**src/hw/rtl/owbm_pkg.sv**
```systemverilog
// Shared types, constants and helpers for the 1-Wire bus master.
// Used by every module of the block; depends on nothing else.
package owbm_pkg;

	localparam int TIMER_WIDTH = 10;
	localparam logic [16:0] TMAX_EXT = 17'((32'd1 << TIMER_WIDTH) - 32'd1);

	localparam int CFG_AW = 3;
	localparam int CFG_DW = 10;

	localparam logic [CFG_AW-1:0] REG_RESET_LOW     = 3'd0;
	localparam logic [CFG_AW-1:0] REG_PRESENCE_WAIT = 3'd1;
	localparam logic [CFG_AW-1:0] REG_RESET_TAIL    = 3'd2;
	localparam logic [CFG_AW-1:0] REG_SHORT_LOW     = 3'd3;
	localparam logic [CFG_AW-1:0] REG_WRITE_ZERO    = 3'd4;
	localparam logic [CFG_AW-1:0] REG_WRITE_SLOT    = 3'd5;
	localparam logic [CFG_AW-1:0] REG_READ_WAIT     = 3'd6;
	localparam logic [CFG_AW-1:0] REG_READ_TAIL     = 3'd7;

	localparam logic [2:0] OP_IDLE  = 3'd0;
	localparam logic [2:0] OP_RESET = 3'd1;
	localparam logic [2:0] OP_WBIT  = 3'd2;
	localparam logic [2:0] OP_RBIT  = 3'd3;
	localparam logic [2:0] OP_WBYTE = 3'd4;
	localparam logic [2:0] OP_RBYTE = 3'd5;

	localparam logic [1:0] PH_IDLE = 2'd0;
	localparam logic [1:0] PH_LOW  = 2'd1;
	localparam logic [1:0] PH_WAIT = 2'd2;
	localparam logic [1:0] PH_TAIL = 2'd3;

	localparam logic [1:0] KIND_TICK = 2'd0;
	localparam logic [1:0] KIND_CMD  = 2'd1;
	localparam logic [1:0] KIND_NOP  = 2'd2;

	localparam int QDEPTH = 4;
	localparam int QAW    = 2;
	localparam int QCW    = 3;

	typedef struct packed {
		logic [1:0] kind;
		logic [2:0] req_type;
		logic [7:0] data;
		logic       bus_level;
	} item_t;

	typedef struct packed {
		logic       rejected;
		logic [7:0] result_value;
		logic       done_res;
		logic       busy_res;
		logic       drive_low;
	} result_t;

	// Phase length: zero counts as one tick, anything past the timer saturates.
	function automatic logic [TIMER_WIDTH-1:0] clamp_len(input logic [16:0] v);
		logic [TIMER_WIDTH-1:0] r;
		if (v == 17'd0) begin
			r = TIMER_WIDTH'(1);
		end else if (v > TMAX_EXT) begin
			r = TMAX_EXT[TIMER_WIDTH-1:0];
		end else begin
			r = v[TIMER_WIDTH-1:0];
		end
		return r;
	endfunction

endpackage

```
**src/hw/rtl/one_wire_bus_master_unit.sv**
```systemverilog
// Standard-speed 1-Wire bus master driven by one-microsecond tick beats. Every
// input beat (a tick, a command or a no-op) yields exactly one output beat. The
// unit takes one beat per clock cycle while the queue has room, and a beat passes
// the input stage register, the queue and the result register. The slot engine
// sets the rate, retiring one queued beat per cycle unless the output stalls. A
// four-entry queue before the engine keeps input flowing while output waits.
// Write timing registers only while no beat is in flight.
// Depends on owbm_pkg, owbm_front, owbm_queue and owbm_engine.
module one_wire_bus_master_unit import owbm_pkg::*; (
	input  logic              clk,
	input  logic              arst_n,
	input  logic              cfg_we,
	input  logic [CFG_AW-1:0] cfg_addr,
	input  logic [CFG_DW-1:0] cfg_wdata,
	input  logic              s_tvalid,
	output logic              s_tready,
	input  logic [15:0]       s_tdata,  // data[7:0], bus_level[8], zero pad
	input  logic [2:0]        s_tuser,  // req_type[2:0]
	output logic              m_tvalid,
	input  logic              m_tready,
	// drive_low[0], busy_res[1], done_res[2], result_value[10:3], rejected[11], pad
	output logic [15:0]       m_tdata
);

	logic           push;
	item_t          push_item;
	logic           pop;
	logic           q_valid;
	item_t          q_item;
	logic           q_full;
	logic [QCW-1:0] q_count;
	result_t        result;

	owbm_front u_front (
		.clk       (clk),
		.arst_n    (arst_n),
		.s_tvalid  (s_tvalid),
		.s_tready  (s_tready),
		.s_tdata   (s_tdata),
		.s_tuser   (s_tuser),
		.q_full    (q_full),
		.push      (push),
		.push_item (push_item)
	);

	owbm_queue u_queue (
		.clk       (clk),
		.arst_n    (arst_n),
		.push      (push),
		.push_item (push_item),
		.pop       (pop),
		.q_valid   (q_valid),
		.q_item    (q_item),
		.q_full    (q_full),
		.q_count   (q_count)
	);

	owbm_engine u_engine (
		.clk       (clk),
		.arst_n    (arst_n),
		.cfg_we    (cfg_we),
		.cfg_addr  (cfg_addr),
		.cfg_wdata (cfg_wdata),
		.q_valid   (q_valid),
		.q_item    (q_item),
		.pop       (pop),
		.m_tvalid  (m_tvalid),
		.m_tready  (m_tready),
		.result    (result)
	);

	assign m_tdata = {4'd0, result.rejected, result.result_value, result.done_res,
	                  result.busy_res, result.drive_low};

	a_queue_bound: assert property (@(posedge clk) disable iff (!arst_n)
		q_count <= QCW'(QDEPTH))
		else $error("queue count beyond its depth");

	a_done_releases: assert property (@(posedge clk) disable iff (!arst_n)
		m_tvalid && result.done_res |-> !result.busy_res && !result.drive_low &&
		!result.rejected)
		else $error("completed command left the bus held or busy");

	a_queue_drains: assert property (@(posedge clk) disable iff (!arst_n)
		q_valid && !m_tvalid |=> m_tvalid)
		else $error("queued beat not taken by an idle engine");

	a_no_overflow: assert property (@(posedge clk) disable iff (!arst_n)
		q_full |-> !push)
		else $error("push into a full queue");

endmodule

```
**src/hw/rtl/owbm_front.sv**
```systemverilog
// Input stage: takes a beat, sorts it into tick, command or no-op and holds it
// until the queue has room. Depends on owbm_pkg.
module owbm_front import owbm_pkg::*; (
	input  logic        clk,
	input  logic        arst_n,
	input  logic        s_tvalid,
	output logic        s_tready,
	input  logic [15:0] s_tdata,  // data[7:0], bus_level[8], zero pad
	input  logic [2:0]  s_tuser,  // req_type[2:0]
	input  logic        q_full,
	output logic        push,
	output item_t       push_item
);

	logic  valid_s1;
	item_t item_s1;
	item_t item_in;

	always_comb begin
		item_in.req_type  = s_tuser;
		item_in.data      = s_tdata[7:0];
		item_in.bus_level = s_tdata[8];
		if (s_tuser == OP_IDLE) begin
			item_in.kind = KIND_TICK;
		end else if (s_tuser <= OP_RBYTE) begin
			item_in.kind = KIND_CMD;
		end else begin
			item_in.kind = KIND_NOP;
		end
	end

	assign push      = valid_s1 && !q_full;
	assign s_tready  = !valid_s1 || !q_full;
	assign push_item = item_s1;

	always_ff @(posedge clk or negedge arst_n) begin
		if (!arst_n) begin
			valid_s1 <= 1'b0;
		end else if (s_tvalid && s_tready) begin
			valid_s1 <= 1'b1;
		end else if (push) begin
			valid_s1 <= 1'b0;
		end
	end

	always_ff @(posedge clk) begin
		if (s_tvalid && s_tready) begin
			item_s1 <= item_in;
		end
	end

endmodule

```
**src/hw/rtl/owbm_queue.sv**
```systemverilog
// Short first-in first-out queue of classified items between front and engine.
// Depends on owbm_pkg.
module owbm_queue import owbm_pkg::*; (
	input  logic           clk,
	input  logic           arst_n,
	input  logic           push,
	input  item_t          push_item,
	input  logic           pop,
	output logic           q_valid,
	output item_t          q_item,
	output logic           q_full,
	output logic [QCW-1:0] q_count
);

	item_t          mem_q [QDEPTH];
	logic [QAW-1:0] wr_ptr_q;
	logic [QAW-1:0] rd_ptr_q;
	logic [QCW-1:0] count_q;

	assign q_valid = count_q != '0;
	assign q_full  = count_q == QCW'(QDEPTH);
	assign q_item  = mem_q[rd_ptr_q];
	assign q_count = count_q;

	always_ff @(posedge clk or negedge arst_n) begin
		if (!arst_n) begin
			wr_ptr_q <= '0;
			rd_ptr_q <= '0;
			count_q  <= '0;
		end else begin
			if (push) begin
				wr_ptr_q <= wr_ptr_q + QAW'(1);
			end
			if (pop) begin
				rd_ptr_q <= rd_ptr_q + QAW'(1);
			end
			if (push && !pop) begin
				count_q <= count_q + QCW'(1);
			end else if (pop && !push) begin
				count_q <= count_q - QCW'(1);
			end
		end
	end

	always_ff @(posedge clk) begin
		if (push) begin
			mem_q[wr_ptr_q] <= push_item;
		end
	end

endmodule

```
**src/hw/rtl/owbm_engine.sv**
```systemverilog
// Slot engine: timing registers, the command state and the result register.
// Carries out one queued item per cycle unless the output stalls. Depends on owbm_pkg.
module owbm_engine import owbm_pkg::*; (
	input  logic              clk,
	input  logic              arst_n,
	input  logic              cfg_we,
	input  logic [CFG_AW-1:0] cfg_addr,
	input  logic [CFG_DW-1:0] cfg_wdata,
	input  logic              q_valid,
	input  item_t             q_item,
	output logic              pop,
	output logic              m_tvalid,
	input  logic              m_tready,
	output result_t           result
);

	logic [9:0] reset_low_q;
	logic [7:0] presence_wait_q;
	logic [9:0] reset_tail_q;
	logic [7:0] short_low_q;
	logic [7:0] write_zero_q;
	logic [7:0] write_slot_q;
	logic [7:0] read_wait_q;
	logic [7:0] read_tail_q;

	logic [2:0]             op_q;
	logic [1:0]             ph_q;
	logic [TIMER_WIDTH-1:0] tmr_q;
	logic [7:0]             sh_q;
	logic [3:0]             bits_q;
	logic                   line_q;
	logic                   out_valid_q;
	result_t                result_q;

	logic [2:0]             op_n;
	logic [1:0]             ph_n;
	logic [TIMER_WIDTH-1:0] tmr_n;
	logic [TIMER_WIDTH-1:0] tmr_dec;
	logic [7:0]             sh_n;
	logic [3:0]             bits_n;
	logic                   line_n;
	logic                   start;
	logic                   done;
	logic                   rej;
	logic [7:0]             val;
	logic                   cur_write;
	logic                   new_write;
	logic [7:0]             wlo;
	logic [7:0]             wtail;
	logic [9:0]             start_len;

	always_ff @(posedge clk or negedge arst_n) begin
		if (!arst_n) begin
			reset_low_q     <= 10'd480;
			presence_wait_q <= 8'd70;
			reset_tail_q    <= 10'd410;
			short_low_q     <= 8'd6;
			write_zero_q    <= 8'd60;
			write_slot_q    <= 8'd70;
			read_wait_q     <= 8'd10;
			read_tail_q     <= 8'd55;
		end else if (cfg_we) begin
			case (cfg_addr)
				REG_RESET_LOW:     reset_low_q     <= cfg_wdata;
				REG_PRESENCE_WAIT: presence_wait_q <= cfg_wdata[7:0];
				REG_RESET_TAIL:    reset_tail_q    <= cfg_wdata;
				REG_SHORT_LOW:     short_low_q     <= cfg_wdata[7:0];
				REG_WRITE_ZERO:    write_zero_q    <= cfg_wdata[7:0];
				REG_WRITE_SLOT:    write_slot_q    <= cfg_wdata[7:0];
				REG_READ_WAIT:     read_wait_q     <= cfg_wdata[7:0];
				REG_READ_TAIL:     read_tail_q     <= cfg_wdata[7:0];
				default: ;
			endcase
		end
	end

	assign pop      = q_valid && (!out_valid_q || m_tready);
	assign m_tvalid = out_valid_q;
	assign result   = result_q;

	assign cur_write = (op_q == OP_WBIT) || (op_q == OP_WBYTE);
	assign wlo       = sh_q[0] ? short_low_q : write_zero_q;
	assign wtail     = (write_slot_q > wlo) ? (write_slot_q - wlo) : 8'd1;
	assign tmr_dec   = tmr_q - TIMER_WIDTH'(1);

	always_comb begin
		op_n   = op_q;
		ph_n   = ph_q;
		tmr_n  = tmr_q;
		sh_n   = sh_q;
		bits_n = bits_q;
		line_n = line_q;
		start  = 1'b0;
		done   = 1'b0;
		rej    = 1'b0;
		val    = 8'd0;

		if (q_item.kind == KIND_CMD) begin
			if (op_q != OP_IDLE) begin
				rej = 1'b1;
			end else begin
				op_n   = q_item.req_type;
				sh_n   = (q_item.req_type == OP_WBIT || q_item.req_type == OP_WBYTE) ?
				         q_item.data : 8'd0;
				bits_n = (q_item.req_type == OP_WBYTE || q_item.req_type == OP_RBYTE) ?
				         4'd8 : 4'd1;
				start  = 1'b1;
			end
		end else if (q_item.kind == KIND_TICK && op_q != OP_IDLE) begin
			tmr_n = tmr_dec;
			if (tmr_dec == '0) begin
				case (ph_q)
					PH_LOW: begin
						line_n = 1'b0;
						if (op_q == OP_RESET) begin
							ph_n  = PH_WAIT;
							tmr_n = clamp_len(17'(presence_wait_q));
						end else if (cur_write) begin
							ph_n  = PH_TAIL;
							tmr_n = clamp_len(17'(wtail));
						end else begin
							ph_n  = PH_WAIT;
							tmr_n = clamp_len(17'(read_wait_q));
						end
					end
					PH_WAIT: begin
						ph_n = PH_TAIL;
						if (op_q == OP_RESET) begin
							sh_n  = {7'd0, ~q_item.bus_level};
							tmr_n = clamp_len(17'(reset_tail_q));
						end else begin
							sh_n  = {q_item.bus_level, sh_q[7:1]};
							tmr_n = clamp_len(17'(read_tail_q));
						end
					end
					default: begin
						bits_n = bits_q - 4'd1;
						if (op_q == OP_RESET) begin
							val = {7'd0, sh_q[0]};
						end else if (cur_write) begin
							sh_n = {1'b0, sh_q[7:1]};
						end else if (op_q == OP_RBIT) begin
							val = {7'd0, sh_q[7]};
						end else begin
							val = sh_q;
						end
						if (op_q != OP_RESET && bits_n != 4'd0) begin
							val   = 8'd0;
							start = 1'b1;
						end else begin
							done   = 1'b1;
							op_n   = OP_IDLE;
							ph_n   = PH_IDLE;
							tmr_n  = '0;
							bits_n = 4'd0;
							line_n = 1'b0;
						end
					end
				endcase
			end
		end

		// A new slot takes its low time from the operation and the bit it sends.
		new_write = (op_n == OP_WBIT) || (op_n == OP_WBYTE);
		if (op_n == OP_RESET) begin
			start_len = reset_low_q;
		end else if (new_write) begin
			start_len = {2'd0, sh_n[0] ? short_low_q : write_zero_q};
		end else begin
			start_len = {2'd0, short_low_q};
		end
		if (start) begin
			line_n = 1'b1;
			ph_n   = PH_LOW;
			tmr_n  = clamp_len(17'(start_len));
		end
	end

	always_ff @(posedge clk or negedge arst_n) begin
		if (!arst_n) begin
			op_q        <= OP_IDLE;
			ph_q        <= PH_IDLE;
			tmr_q       <= '0;
			sh_q        <= 8'd0;
			bits_q      <= 4'd0;
			line_q      <= 1'b0;
			out_valid_q <= 1'b0;
		end else begin
			if (pop) begin
				op_q        <= op_n;
				ph_q        <= ph_n;
				tmr_q       <= tmr_n;
				sh_q        <= sh_n;
				bits_q      <= bits_n;
				line_q      <= line_n;
				out_valid_q <= 1'b1;
			end else if (m_tready) begin
				out_valid_q <= 1'b0;
			end
		end
	end

	always_ff @(posedge clk) begin
		if (pop) begin
			result_q.drive_low    <= line_n;
			result_q.busy_res     <= op_n != OP_IDLE;
			result_q.done_res     <= done;
			result_q.result_value <= done ? val : 8'd0;
			result_q.rejected     <= rej;
		end
	end

endmodule
```
**config.mk**
```make
export PLATFORM = sky130hd
export DESIGN_NAME = one_wire_bus_master_unit
export DESIGN_NICKNAME = d
export VERILOG_FILES = /design/src/hw/rtl/owbm_pkg.sv /design/src/hw/rtl/one_wire_bus_master_unit.sv /design/src/hw/rtl/owbm_front.sv /design/src/hw/rtl/owbm_queue.sv /design/src/hw/rtl/owbm_engine.sv
export SDC_FILE = /design/constraint.sdc
export NUM_CORES = 1
export LEC_CHECK = 0
export ABC_AREA = 1
export BUFFER_PORTS_ARGS = -buffer_cell sky130_fd_sc_hd__buf_2
export CAP_MARGIN = 0
export CORE_MARGIN = 4
export CORE_UTILIZATION = 50
export DETAILED_ROUTE_END_ITERATION = 10
export GPL_TIMING_DRIVEN = 0
export MAX_ROUTING_LAYER = met4
export PLACE_DENSITY_LB_ADDON = 0.15
export SYNTH_ARGS = -nofsm -noshare
export SYNTH_HDL_FRONTEND = slang
export SYNTH_SLANG_ARGS = --single-unit
```
**constraint.sdc**
```tcl
create_clock -name clk -period 3.7 [get_ports clk]
set_input_delay 0 -clock clk [delete_from_list [all_inputs] [get_ports clk]]
set_output_delay 0 -clock clk [all_outputs]
set_load 0.02 [all_outputs]
```
==> results.txt <==
YS warnings: 0
GR Layer Usage met2: 34.4%
initial antenna violation count: 0
Synth Area per Inst: 9.19 µm²
layout cells sized above 1: 15.5%
routed len/inst: 16.9 µm
vias in the first global route: 6726
Final Slew Violations: 0
unrepaired setup endpoints after global routing: false
DRT iter0 DRCs: 585
CP Data Required Time: 4.03 ns
DP HPWL: 16.1 mm
Post-DRT Antenna Nets: 0
Max rail drop VDD: 0.000392 V
CTS Sinks: 187
clk_lat worst skew: 0.45 ns
synthesized area: 9230 µm²
CP Capture Type: flip-flop
Hold WS: 0.0677 ns
Worst-path clk slew: 0.07 ns
ys flop type: edfxtp_1
Residual DRC: 0
fin crit period: 3.36 ns
FMAX: 0.297 GHz
area share of the largest cell type after synthesis: 26.7%
setup_tns: 0 ns
commonest non-fill, non-tap cell in the layout: nand2_1
number of flops mapped to enable cells by yosys: 82
Area Overhead vs Synth: 16.0%
most crowded layer after global routing: met2
Yosys top cell by area: edfxtp_1
fin util: 59.2%
Filler cells: 1584
routability cong.: 0.897
Clock Skew: 0.0124 ns
drt first pass iters: 5
largest net degree at the start of global routing: 56
M1 GR Usage: 34.4%
Die Area: 20700 µm²
status: finished clean
main area contributors after synthesis: edfxtp_1 27%, dfrtp_1 21%, nand2_1 9.4%, dfstp_2 8.0%, o21ai_0 6.9%
commonest cells after routing, fill and taps aside: 231 x nand2_1, 128 x o21ai_0, 103 x inv_1, 82 x edfxtp_1, 79 x nor2_1
Power Dens Cells: 822 nW/µm²
IO Pins: 55
Tot GR Track Use: 23.5%
Slew @ Worst Pin: 1.32 ns
die height: 144 µm
Root Driver: clkbuf_16
LEAKAGE: 4.68 nW
first-pass GRT wire length: 36.3 mm
slew margin rel.: 11.4%
Mapped Cells: 1004
Antenna Cells: 0
total power: 8.80 mW
grt total ovfl: 0
Core ar.: 18100 µm²
sequential fraction of the synthesis area: 55.5%
CP Class: flip-flop to flip-flop
Num CTS Buffers: 17
final worst path period share: 90.8%
WL final: 22.7 mm
post-synthesis register bit count: 187
# rows: 49
Port Buffer Count: 43
vias: 7251
Max Cap Violations: 0
endpoints failing setup: 0
H-Tree Depth: 4
r2r setup slk: 0.34 ns
die width: 144 µm
FFs w/ async S/R, synth: 56.1%
buffer depth of the longest clock path: 2
vias per inst: 5.40
initial core utilization: 51.0%
Hold WC Path Type: input port to flip-flop
startpoint types: flip-flop
CP Max Fanout: 10
TritonCTS clock tree: built
Cell variety after synth: 63
Post-layout nets: 1158
Crit path arrival time: 3.69 ns
met3 Track Usage GR: 3.69%
Fin. Hold Viols: 0
==> cells by family after synthesis <==
logic type / Yosys count / synth area share [%]
other cells: 1 / 0.0406
fa+ha+maj: 21 / 3.01
compound gates: 219 / 13.7
xor+xnor: 11 / 1.13
mux: 5 / 0.556
flops: 187 / 55.5
buf+inv: 143 / 6.26
simple gates: 417 / 19.8
==> layout make-up <==
type,count,area (µm²),area share (%)
plain buffers,31,153,1.43
multi-input cells,677,3550,33.2
clock inverters,15,189,1.77
flip-flops and latches,187,5130,47.9
well taps,229,287,2.68
inverters,112,430,4.02
clock buffers,17,425,3.97
repair buffers,74,542,5.06
==> through the flow <==
step	std cells	worst slack, ns	cell area, µm²
2_1_floorplan	1007	0.822	9240
3_3_place_gp	1279	0.0728	9740
3_5_place_dp	1282	0.0904	9800
4_1_cts	1338	0.0491	10700
5_1_grt	1342	0.0114	10700
6_report	1342	0.339	10700
==> metal layers <==
metal	vias to the layer above	share of wire, %
met5	-	0
met4	0	1.5
met3	25	4.7
li1	3583	-
met1	3454	48
met2	189	46
==> critical path, cell delays in order, from the launching register on <==
cell	delay [ns]
dfrtp_2	0.43
clkinvlp_4	0.15
or2_2	0.28
o21ai_0	0.18
inv_1	0.12
fa_1	0.42
inv_1	0.09
nand3_1	0.07
nand3_1	0.12
nand4_1	0.09
o211ai_1	0.15
o31ai_4	0.18
or2_2	0.31
nand3b_1	0.09
nand2_1	0.07
nand2_1	0.06
nand2_1	0.05
nand2_1	0.09
nand2_1	0.06
a21oi_1	0.17
a21oi_2	0.07
==> power by group <==
part | leakage (nW) | internal, mW | switching [mW] | total (mW)
Sequential | 1.99 | 2.80 | 0.305 | 3.11
Clock | 0.293 | 0.922 | 0.930 | 1.85
Combinational | 2.39 | 1.21 | 2.63 | 3.83
==> synthesized netlist by cell type (8+ instances only) <==
cell type	n
dfstp_2	28
inv_1	104
nand3_1	50
nor2_1	81
o21ai_0	128
ha_1	19
nand4_1	11
edfxtp_1	82
nand2_1	231
dfrtp_1	77
o22ai_1	8
a21oi_1	35
clkbuf_1	20
o211ai_1	11
==> worst paths after layout <==
| check | start | to | depth (start not counted) |
|---|---|---|---|
| max | u_engine.sh_q[0] | u_engine.tmr_q[0] | 20 |
| min | cfg_addr[2] | u_engine.read_tail_q[1] | 5 |
| max reg2reg | u_engine.sh_q[0] | u_engine.tmr_q[0] | 20 |
| min reg2reg | u_engine.reset_low_q[4] | u_engine.reset_low_q[4] | 2 |
| max in group asynchronous | arst_n | u_engine.write_zero_q[5] | 3 |
| min in group asynchronous | arst_n | u_engine.sh_q[3] | 2 |
==> flip-flops by register name, summed over array words and instances, names as in the netlist, 10 cells and up <==
signal and count:
u_engine.reset_tail_q 10, u_engine.result 12, u_engine.reset_low_q 10, u_engine.tmr_q 10, u_front.push_item 14, u_queue.mem_q 56
==> timing repair <==
action / in CTS / in global routing
buffers inserted: 0 / 4
gates resized for setup: 0 / 6
hold endpoints to repair: 69 / 0
hold buffers: 24 / 0
endpoints found under the setup margin: 0 / 7
No activity file was read; power rests on OpenSTA's default activity.
